File: config.mk
export PLATFORM = sky130hd
export DESIGN_NAME = rsv_ctrl
export DESIGN_NICKNAME = d
export VERILOG_FILES = /design/src/hdl/rsv_pkg.sv /design/src/hdl/rsv_ctrl.sv
export SDC_FILE = /design/constraint.sdc
export NUM_CORES = 1
export LEC_CHECK = 0
export ABC_AREA = 1
export BUFFER_PORTS_ARGS = -buffer_cell sky130_fd_sc_hd__buf_2
export CAP_MARGIN = 20
export CORE_MARGIN = 2
export CORE_UTILIZATION = 28
export DETAILED_ROUTE_END_ITERATION = 12
export GPL_TIMING_DRIVEN = 0
export PLACE_DENSITY = 0.57
export REMOVE_ABC_BUFFERS = 1
export SLEW_MARGIN = 20
export SYNTH_ARGS = -nofsm -noshare
export SYNTH_HDL_FRONTEND = slang
export SYNTH_SLANG_ARGS = --single-unit
File: constraint.sdc
create_clock -name clk -period 1.3 [get_ports clk]
set_clock_uncertainty 0.05 [all_clocks]
set_input_delay 0.065 -clock clk [delete_from_list [all_inputs] [get_ports clk]]
set_output_delay 0.065 -clock clk [all_outputs]
set_load 0.05 [all_outputs]
File: src/hdl/rsv_pkg.sv
// Shared types and constants for the rotated array search block.
`timescale 1ns / 1ps
`default_nettype none

package rsv_pkg;

  localparam int VALUE_W = 32;
  localparam int POS_W   = 11;
  localparam int OP_W    = 2;

  localparam logic [OP_W-1:0] OP_CLEAR  = 2'd0;
  localparam logic [OP_W-1:0] OP_APPEND = 2'd1;
  localparam logic [OP_W-1:0] OP_QUERY  = 2'd2;

  typedef enum logic [2:0] {
    ST_IDLE,
    ST_RD,
    ST_CMP,
    ST_CHK,
    ST_DONE
  } state_t;

  typedef struct packed {
    logic clear;
    logic append;
    logic set_ovf;
    logic capture_key;
    logic init1;
    logic init2;
    logic rd_mid;
    logic rd_lo;
    logic step;
    logic set_hit;
    logic set_miss;
    logic out_load;
  } cmd_t;

  typedef struct packed {
    logic full;
    logic lo_lt_hi;
    logic lo_lt_fin;
    logic first_lt_count;
    logic eq;
    logic out_free;
  } sts_t;

endpackage

`default_nettype wire

File: src/hdl/rsv_ctrl.sv
// Controller state machine that sequences appends, clears and the two binary searches.
`timescale 1ns / 1ps
`default_nettype none

module rsv_ctrl
  import rsv_pkg::*;
(
  input  wire logic            clk,
  input  wire logic            rst,
  input  wire logic            in_valid,
  input  wire logic [OP_W-1:0] in_op,
  output logic                 in_ready,
  input  wire sts_t            sts,
  output cmd_t                 cmd
);

  state_t state;
  state_t state_next;
  logic   run2;
  logic   run2_next;

  always_ff @(posedge clk) begin
    if (rst) begin
      state <= ST_IDLE;
      run2  <= 1'b0;
    end else begin
      state <= state_next;
      run2  <= run2_next;
    end
  end

  always_comb begin
    state_next = state;
    run2_next  = run2;
    cmd        = '0;
    in_ready   = 1'b0;
    case (state)
      ST_IDLE: begin
        in_ready = 1'b1;
        if (in_valid) begin
          case (in_op)
            OP_CLEAR: begin
              cmd.clear = 1'b1;
            end
            OP_APPEND: begin
              if (sts.full) begin
                cmd.set_ovf = 1'b1;
                state_next  = ST_DONE;
              end else begin
                cmd.append = 1'b1;
              end
            end
            OP_QUERY: begin
              cmd.capture_key = 1'b1;
              cmd.init1       = 1'b1;
              run2_next       = 1'b0;
              state_next      = ST_RD;
            end
            default: begin
            end
          endcase
        end
      end
      ST_RD: begin
        if (sts.lo_lt_hi) begin
          cmd.rd_mid = 1'b1;
          state_next = ST_CMP;
        end else if (sts.lo_lt_fin) begin
          cmd.rd_lo  = 1'b1;
          state_next = ST_CHK;
        end else if (!run2 && sts.first_lt_count) begin
          cmd.init2 = 1'b1;
          run2_next = 1'b1;
        end else begin
          cmd.set_miss = 1'b1;
          state_next   = ST_DONE;
        end
      end
      ST_CMP: begin
        cmd.step   = 1'b1;
        state_next = ST_RD;
      end
      ST_CHK: begin
        if (sts.eq) begin
          cmd.set_hit = 1'b1;
          state_next  = ST_DONE;
        end else if (!run2 && sts.first_lt_count) begin
          cmd.init2  = 1'b1;
          run2_next  = 1'b1;
          state_next = ST_RD;
        end else begin
          cmd.set_miss = 1'b1;
          state_next   = ST_DONE;
        end
      end
      ST_DONE: begin
        if (sts.out_free) begin
          cmd.out_load = 1'b1;
          state_next   = ST_IDLE;
        end
      end
      default: begin
        state_next = ST_IDLE;
      end
    endcase
  end

endmodule

`default_nettype wire

==> summary by stage, run 1 <==
Outcome
The flow ran to the end, but the final reports show violations. The checks that failed: negative setup slack.

Yosys
The cell count after synthesis is 84. The top cell type by area accounts for 17.9% of the synthesized area. The number of warnings issued by yosys is 0. The leading register cell type out of synthesis is sky130_fd_sc_hd__dfxtp_1. Summing the sequential cell areas from Yosys gives 17.9% of the chip area. In the synthesized netlist, the cells that appear most often are 17 x sky130_fd_sc_hd__inv_1, 17 x sky130_fd_sc_hd__nor2_1, 15 x sky130_fd_sc_hd__nand2_1. The number of different library cells used by synthesis comes to 16. Sorting the synthesized cells by area gives the leading types as sky130_fd_sc_hd__dfxtp_1 18%, sky130_fd_sc_hd__inv_1 14%, sky130_fd_sc_hd__nor2_1 14%, sky130_fd_sc_hd__nand3_1 13%, sky130_fd_sc_hd__nand2_1 13%. The post-synthesis instance area is 448 um^2. The dominant cell type by area after synthesis is sky130_fd_sc_hd__dfxtp_1. Counting flops and latches in the post-synthesis netlist gives 4. In this run, synthesis inferred 0 flip-flops with an integrated enable. The share of synthesized flip-flops with an asynchronous set or reset is 0%. The mean post-synth cell area is 5.33 um^2.

Placement
Routability-driven placement finished with a final weighted congestion of 0.742. The final HPWL from detailed placement is 930 um. The count of buffers added on input and output ports is 23. Summing all placed instances gives a cell area of 568 um^2.

Detailed routing
Across all layers, the routed design uses 602 vias. The final antenna-violating net count is 0. The routed wirelength normalized by instance count is 10.1 um. The detail-routed via count per cell is 4.67.

The aggregate routed wire length is 1310 um. The first routing iteration left 8 violations. The number of iterations in the first detailed-routing pass is 4. In the routed design, unresolved DRC markers number 0.

Clock tree
The later pin in the worst-skew pair is clocked with a latency of 0.23 ns. The CTS tree is built. The clock tree root buffer cell is sky130_fd_sc_hd__clkbuf_4.

CTS built an H-tree with a depth of 1. Counting along the longest clock path gives a buffer depth of 2. The CTS buffer count is 3. Counting every sink on the clock net gives 4.

After clock tree synthesis, the clock-pin slew on the worst setup and hold paths is 0.04 ns.

Global route
The number of antenna violations at the first check in global routing is 0. The via count of the first global-routing pass was 541. The total overflow left after global routing is 0.

The global-route wire length before repair is 2030 um. Entering global routing, the biggest net connects 8 pins. Across every metal layer, demand over resource in global routing totals 13.8%.

Floorplan
The number of primary I/O pins is 24. The number of standard-cell rows in the floorplan is 14. The core region is 1510 um^2. The floorplan step set the die width to 44.0 um. From bottom edge to top edge, the die measures 44.0 um. The total die area is 1940 um^2. The initial core utilization is 29.7%.

Layout
The share of cells above drive strength 1 is 47.8%. The number of antenna cells inserted is 0. At the end of the flow, the number of nets in the layout was 126.

The post-synthesis to final-layout area growth is 72.9%. The finished cells cover 774 um^2. Counting the fill cells in the layout gives 158.

Timing
The hold violation total from the final report is 0. The least setup slack across all paths after layout is -0.102 ns. The worst relative slew slack is 80.7%. The top achievable clock speed is 713 MHz.

The portion of the clock cycle consumed by the worst path in the final layout is 108%. The slew at the pin closest to its max-slew limit is 0.289 ns. The number of slew-limit violations in the final report is 0. The minimum period implied by the final worst setup slack is 1.40 ns.

The total of endpoints with negative setup slack in the final report is 9. Setup repair after global routing could not meet its margin everywhere.

Power
Across the VDD grid, the largest voltage drop is 0.000881 V. For this design the ratio of total power to cell area is 1870 nW/um^2. The leakage component of the power is 0.439 nW. The completed layout was analyzed and its total power is 0.00145 W.

Critical path
The arrival time at the worst endpoint is 1.29 ns. For the worst setup path, the data required time is 1.19 ns. The critical path is of the flop to output pin type. The internal reg-to-reg setup slack is 0.01 ns. The biggest fanout along the worst timing path is 5.

The endpoint type of the worst setup path is an output pin. The worst setup path is launched from a flop.

Job
The number of maximum-capacitance violations is 0.

Min path
The path class of the tightest hold or removal check is input pin to flop.
-- what timing repair did --
action / CTS / global route
gates resized for setup: 27 / 18
setup endpoints to repair: 13 / 15
buffers inserted: 4 / 1
hold buffers: 1 / 0
pin swaps: 5 / 7
endpoints found under the hold margin: 1 / 0
-- flip-flops by register name, summed over array words and instances (netlist names) --
register / flops
run2: 1
state: 3
-- area by class of cell --
class,count,area (um^2),area share (%)
inverter,19,71.3,9.21
clock buffer,3,22.5,2.91
timing repair buffer,28,229,29.6
multi-input combinational,59,340,43.9
tap,16,20.0,2.58
sequential,4,91.3,11.8
-- routing by layer --
layer  vias to the layer above  part of all wire (%)  GRT usage, %
met5                         -                     0             0
li1                        317                     -             -
met1                       267                    41          17.9
met4                         0                     0          7.27
met3                         0                   4.8          1.25
met2                        18                    54          22.6
-- critical path, stage by stage (launching register included) --
cell and delay, ns:
sky130_fd_sc_hd__dfxtp_4 0.37, sky130_fd_sc_hd__nor3_4 0.23, sky130_fd_sc_hd__nand3_2 0.13, sky130_fd_sc_hd__nor3_2 0.15, sky130_fd_sc_hd__buf_6 0.18
-- stage by stage --
stage               setup slack (ns)  utilization (%)  hold slack (ns)  cells  setup TNS (ns)
finish                        -0.102             51.4            0.179    129          -0.413
global route                  -0.146             51.4            0.222    129           -1.09
CTS                           -0.107             47.2            0.175    129          -0.737
detailed placement           -0.0217             37.7            0.215    121         -0.0343
global placement             -0.0128             37.7            0.216    121         -0.0277
floorplan                      -1.23                -           0.0943     82           -6.19
-- cell families after synthesis --
logic type	Yosys count	synth area share, %
DFF	4	17.9
buffers and inverters	21	19.3
AOI/OAI and AO/OA	3	3.91
and+or+nand+nor	56	58.9
-- cells in the final DEF (no fill, tap or decap) --
| master | count |
|---|---|
| sky130_fd_sc_hd__inv_1 | 17 |
| sky130_fd_sc_hd__dfxtp_1 | 1 |
| sky130_fd_sc_hd__nand3_1 | 10 |
| sky130_fd_sc_hd__inv_2 | 2 |
| sky130_fd_sc_hd__nor3_4 | 1 |
| sky130_fd_sc_hd__buf_6 | 9 |
| sky130_fd_sc_hd__nor2_2 | 5 |
| sky130_fd_sc_hd__buf_8 | 1 |
| sky130_fd_sc_hd__clkbuf_4 | 4 |
| sky130_fd_sc_hd__dlygate4sd3_1 | 1 |
| sky130_fd_sc_hd__nor3_1 | 1 |
| sky130_fd_sc_hd__nor4_2 | 1 |
| sky130_fd_sc_hd__o21bai_1 | 1 |
| sky130_fd_sc_hd__a21oi_2 | 1 |
| sky130_fd_sc_hd__nor2_4 | 2 |
| sky130_fd_sc_hd__nor3_2 | 1 |
| sky130_fd_sc_hd__nand4_1 | 2 |
| sky130_fd_sc_hd__a21oi_1 | 1 |
| sky130_fd_sc_hd__nand2_2 | 4 |
| sky130_fd_sc_hd__dfxtp_4 | 3 |
| sky130_fd_sc_hd__buf_2 | 10 |
| sky130_fd_sc_hd__nand2_1 | 13 |
| sky130_fd_sc_hd__buf_4 | 6 |
| sky130_fd_sc_hd__nor2_1 | 12 |
| sky130_fd_sc_hd__nand3_2 | 4 |
-- final timing paths --
kind / to / depth (start not counted) / from
max: cmd[10] / 4 / state[2]$_SDFFE_PP0P_
min: run2$_SDFFE_PP0P_ / 5 / sts[2]
min reg2reg: run2$_SDFFE_PP0P_ / 2 / run2$_SDFFE_PP0P_
max reg2reg: state[2]$_SDFFE_PP0P_ / 8 / state[0]$_SDFFE_PP0P_
-- report_power, final --
part           switching [W]  leakage, nW  internal (W)
combinational       0.000612        0.390      0.000407
clock              0.0000437       0.0138      0.000103
sequential          0.000101       0.0349      0.000182
total               0.000756        0.439      0.000692
Power figures use the tool's default switching activity.
==> run 2: changes to the inputs <==
- ABC_AREA: 1 -> 0
- PLACE_DENSITY: 0.57 -> 0.58
==> run 2 against run 1 <==
Effect of this change: the flow still finishes with violations (negative setup slack); sequential power is 45% lower; global-route usage rose by 3.2 points; die area decreased by 2.5%; utilization is 9.5 points higher; critical path depth is 1 higher; register-to-register slack worse by 0.09 ns; sequential cell count unchanged.
==> summary by stage, run 2 <==
Layout
The post-synthesis to final-layout area growth is 108%. The largest registers in the layout are state (3), run2 (1). The number of nets in the final layout is 109.

The repair_antennas step left the layout with diodes totalling 0. In the layout the commonest cells are 15 x sky130_fd_sc_hd__buf_4, 12 x sky130_fd_sc_hd__buf_6, 10 x sky130_fd_sc_hd__buf_2. The flip-flop count of the largest register, all copies and words added is 3. Counting the fill cells in the layout gives 116. Cells fill 60.9% of the core in the end. The library cell used most frequently in the layout, excluding fill and tap cells, is sky130_fd_sc_hd__buf_4.

The multi-input logic area is 415 um^2. Counting flops per register, the top entry is state. The total area of sequential cells is 92.6 um^2.

In the final layout, the share of cells above drive strength 1 is 69.8%.

Min path
The depth of the worst hold-timing path is 3. The start point of the worst hold path is sts[2]. The worst hold path terminates at run2$_SDFFE_PP0P_. The worst hold path class is input pin to flop.

Yosys
The most used flip-flop cell after synthesis is sky130_fd_sc_hd__dfxtp_1. The dominant cell type by area after synthesis is sky130_fd_sc_hd__dfxtp_1. The synthesized netlist devotes 19.8% of its cell area to compound gates. The dominant combinational cell family by area after synthesis is simple AND/OR/NAND/NOR gates. The synthesized netlist occupies a cell area of 435 um^2. Of all flip-flops after synthesis, the portion carrying an async set or reset was 0%.

Counting instances in the post-synthesis netlist gives the leading cell types as 8 x sky130_fd_sc_hd__nor2_1, 6 x sky130_fd_sc_hd__nand2_1, 4 x sky130_fd_sc_hd__dfxtp_1. The number of warnings issued by yosys is 0. The multiplexer share of the synthesized area is 0%. The mean post-synth cell area is 7.78 um^2. Among all cell types in the netlist, the one instantiated most often is sky130_fd_sc_hd__nor2_1. Of the total synthesized cell area, the portion taken by XOR and XNOR cells is 0%. In the synthesized netlist, the number of instances is 56.

The number of different library cells in the post-synthesis netlist is 32. The arithmetic-cell share of the synthesized area counting full adders, half adders and majority gates is 0%. The number of register bits inferred by synthesis is 4. Sorting the synthesized cells by area gives the leading types as sky130_fd_sc_hd__dfxtp_1 18%, sky130_fd_sc_hd__nor2_1 6.9%, sky130_fd_sc_hd__buf_6 5.2%, sky130_fd_sc_hd__nand2_1 5.2%, sky130_fd_sc_hd__nand3b_4 4.6%. In this run, synthesis inferred 0 flip-flops with an integrated enable.

Of the synthesized area, sequential elements account for 18.4%. Of the post-synthesis cell area, the dominant cell type holds 18.4%. Of the total synthesized cell area, the portion taken by AND, OR, NAND and NOR gates is 52.9%.

Global route
The via count of the first global-routing pass is 528. In the global route stage, overall resource usage came out at 17.0%. Entering global routing, the biggest net connects 10 pins. The total overflow left after global routing is 0. The number of antenna violations at the first check in global routing is 0.

The first global-routing pass estimated 2330 um of wire.

Power
The part of the power in registers is 22.6%. The switching component of the power is 0.000276 W. The part of the total power dissipated in combinational logic is 52.9%. The leakage component of the power is 0.414 nW. Internal power comes to 0.000408 W.

The part of the total power dissipated in the clock network is 24.5%. The switching power share of the total is 40.4%. The worst-case IR drop observed on VDD is 0.000631 V. For this design the ratio of total power to cell area is 754 nW/um^2.

Floorplan
The die is 43.4 um wide. The initial core utilization is 29.2%. The total die area is 1890 um^2. The number of primary I/O pins is 24. The number of standard-cell rows in the floorplan is 14.

The core region is 1490 um^2. The die span in y is 43.4 um.

Placement
Before CTS, the worst setup slack after placement is -0.233 ns. In this run the tool buffered the top-level ports with 23 buffer cells. The HPWL after detailed placement is 774 um. Routability-driven placement finished with a final weighted congestion of 0.783.

Timing
Setup violations remaining at the end of the flow were counted as 13. The minimum period implied by the final worst setup slack is 1.53 ns. After layout, the worst setup slack is -0.233 ns.

The worst relative slew slack is 81.2%. The top achievable clock speed is 652 MHz. The number of slew-limit violations in the final report is 0.

Setup repair after global routing could not meet its margin everywhere. The hold violation total from the final report was 0. For the pin with the worst max-slew slack, the measured transition is 0.280 ns. The portion of the clock cycle consumed by the worst path in the final layout is 118%.

Clock tree
The later pin in the worst-skew pair is clocked with a latency of 0.25 ns. Clock-pin slew was measured on the worst setup and hold paths at 0.04 ns. The CTS tree is built. The clock sink total is 4.

In this run the clock root is driven by a sky130_fd_sc_hd__clkbuf_4. The maximum buffer depth of the clock tree is 2. CTS built an H-tree with a depth of 1. The CTS buffer count is 3.

Critical path
STA puts the critical path data arrival time at 1.42 ns. In this run the register-to-register setup slack is -0.08 ns. The start of the worst register-to-register path is state[1]$_SDFFE_PP0P_. The endpoint of the worst register-to-register path is run2$_SDFFE_PP0P_. The endpoint required time on the critical path is 1.19 ns.

STA classifies the critical path endpoint as an output pin. The type of the worst setup path is flop to output pin. In this run the worst path has a maximum fanout of 7. Counting cells, the worst reg-to-reg path comes to 5.

The startpoint kind of the worst setup timing path is a flop.

Job
The number of maximum-capacitance violations is 0.

Detailed routing
The aggregate routed wire length is 1500 um. Across all layers, the routed design uses 588 vias. After the first detailed-routing iteration, the DRC count stood at 13. For this run, design rule violations remaining after detail routing come to 0. Dividing the detail-routed via count by the number of cells gives 5.25. The routed wirelength normalized by instance count is 13.4 um.

The first TritonRoute pass finished after 6 iterations. The detail route stage leaves a number of antenna-violating nets equal to 0.

Outcome
The checks that failed: negative setup slack. The run finished, with violations left.
## run 2: cell types whose count changed in the layout (fill, tap and decap cells not counted), moves of 3 or more
cell and delta:
sky130_fd_sc_hd__inv_1 -16, sky130_fd_sc_hd__nand3_1 -10, sky130_fd_sc_hd__buf_4 +9, sky130_fd_sc_hd__nand2_1 -9
sky130_fd_sc_hd__nor2_1 -8, sky130_fd_sc_hd__nand3_2 -4, sky130_fd_sc_hd__buf_6 +3, sky130_fd_sc_hd__nand2_2 -3
## run 2: how the worst max path moves through the flow
stage,startpoint,to,depth (start not counted)
2_1_floorplan,state[1]$_SDFFE_PP0P_,run2$_SDFFE_PP0P_,4
3_3_place_gp,state[1]$_SDFFE_PP0P_,cmd[9],4
3_5_place_dp,state[1]$_SDFFE_PP0P_,cmd[9],4
4_1_cts,state[0]$_SDFFE_PP0P_,cmd[10],5
5_1_grt,state[1]$_SDFFE_PP0P_,cmd[11],4
6_report,state[1]$_SDFFE_PP0P_,cmd[1],5
## run 2: power by group through the flow
| stage | Combinational (W) | Clock, W | Sequential, W |
|---|---|---|---|
| after floorplan | 0.000156 | 0 | 0.000148 |
| after global placement | 0.000208 | 0 | 0.000153 |
| after detailed placement | 0.000207 | 0 | 0.000153 |
| after CTS | 0.000321 | 0.000164 | 0.000152 |
| after global routing | 0.000383 | 0.000180 | 0.000156 |
| final | 0.000362 | 0.000167 | 0.000155 |
## run 2: stage by stage
stage,hold slack [ns],cell area (um^2),setup TNS [ns],instances,total power (W)
floorplan,0.0796,400,-10.28,52,0.000304
global placement,0.248,536,-1.76,91,0.000361
detailed placement,0.248,536,-1.70,91,0.000360
CTS,0.0915,815,-1.22,108,0.000637
global route,0.142,907,-2.43,112,0.000720
finish,0.124,907,-1.59,112,0.000684
## run 2: repair_timing
item / 4_1_cts / 5_1_grt
setup endpoints to repair: 15 / 15
pin swaps: 11 / 9
hold buffers: 1 / 0
buffers inserted: 13 / 4
endpoints found under the hold margin: 1 / 0
resized for setup: 46 / 13
## run 2: worst max-delay path, stage by stage, from the launching register on
cell and delay [ns]:
sky130_fd_sc_hd__dfxtp_4 0.38, sky130_fd_sc_hd__or2b_1 0.28, sky130_fd_sc_hd__o31ai_4 0.09, sky130_fd_sc_hd__nand2_1 0.11, sky130_fd_sc_hd__nor2_2 0.13, sky130_fd_sc_hd__buf_6 0.17
## run 2: layout make-up
class / count / area share [%]
inverter: 1 / 0.414
multi-input combinational: 47 / 45.8
sequential: 4 / 10.2
timing repair buffer: 41 / 38.9
tap: 16 / 2.21
clock buffer: 3 / 2.48
## run 2: cells by family (layout without fill, tap and decap cells)
logic type             count (synthesis)  in the layout
AND/OR/NAND/NOR                       36             36
AO/OA/AOI/OAI                         11             11
buffers and inverters                  5             45
flip-flops                             4              4
## run 2: layer usage
layer / vias up / GRT usage [%] / part of all wire, % / wire (um)
li1: 290 / - / - / -
met1: 266 / 19.8 / 38 / 564
met2: 23 / 26.9 / 51 / 764
met3: 9 / 8.33 / 7.4 / 110
met4: 0 / 6.67 / 3.7 / 56
met5: - / 0 / 0 / 0
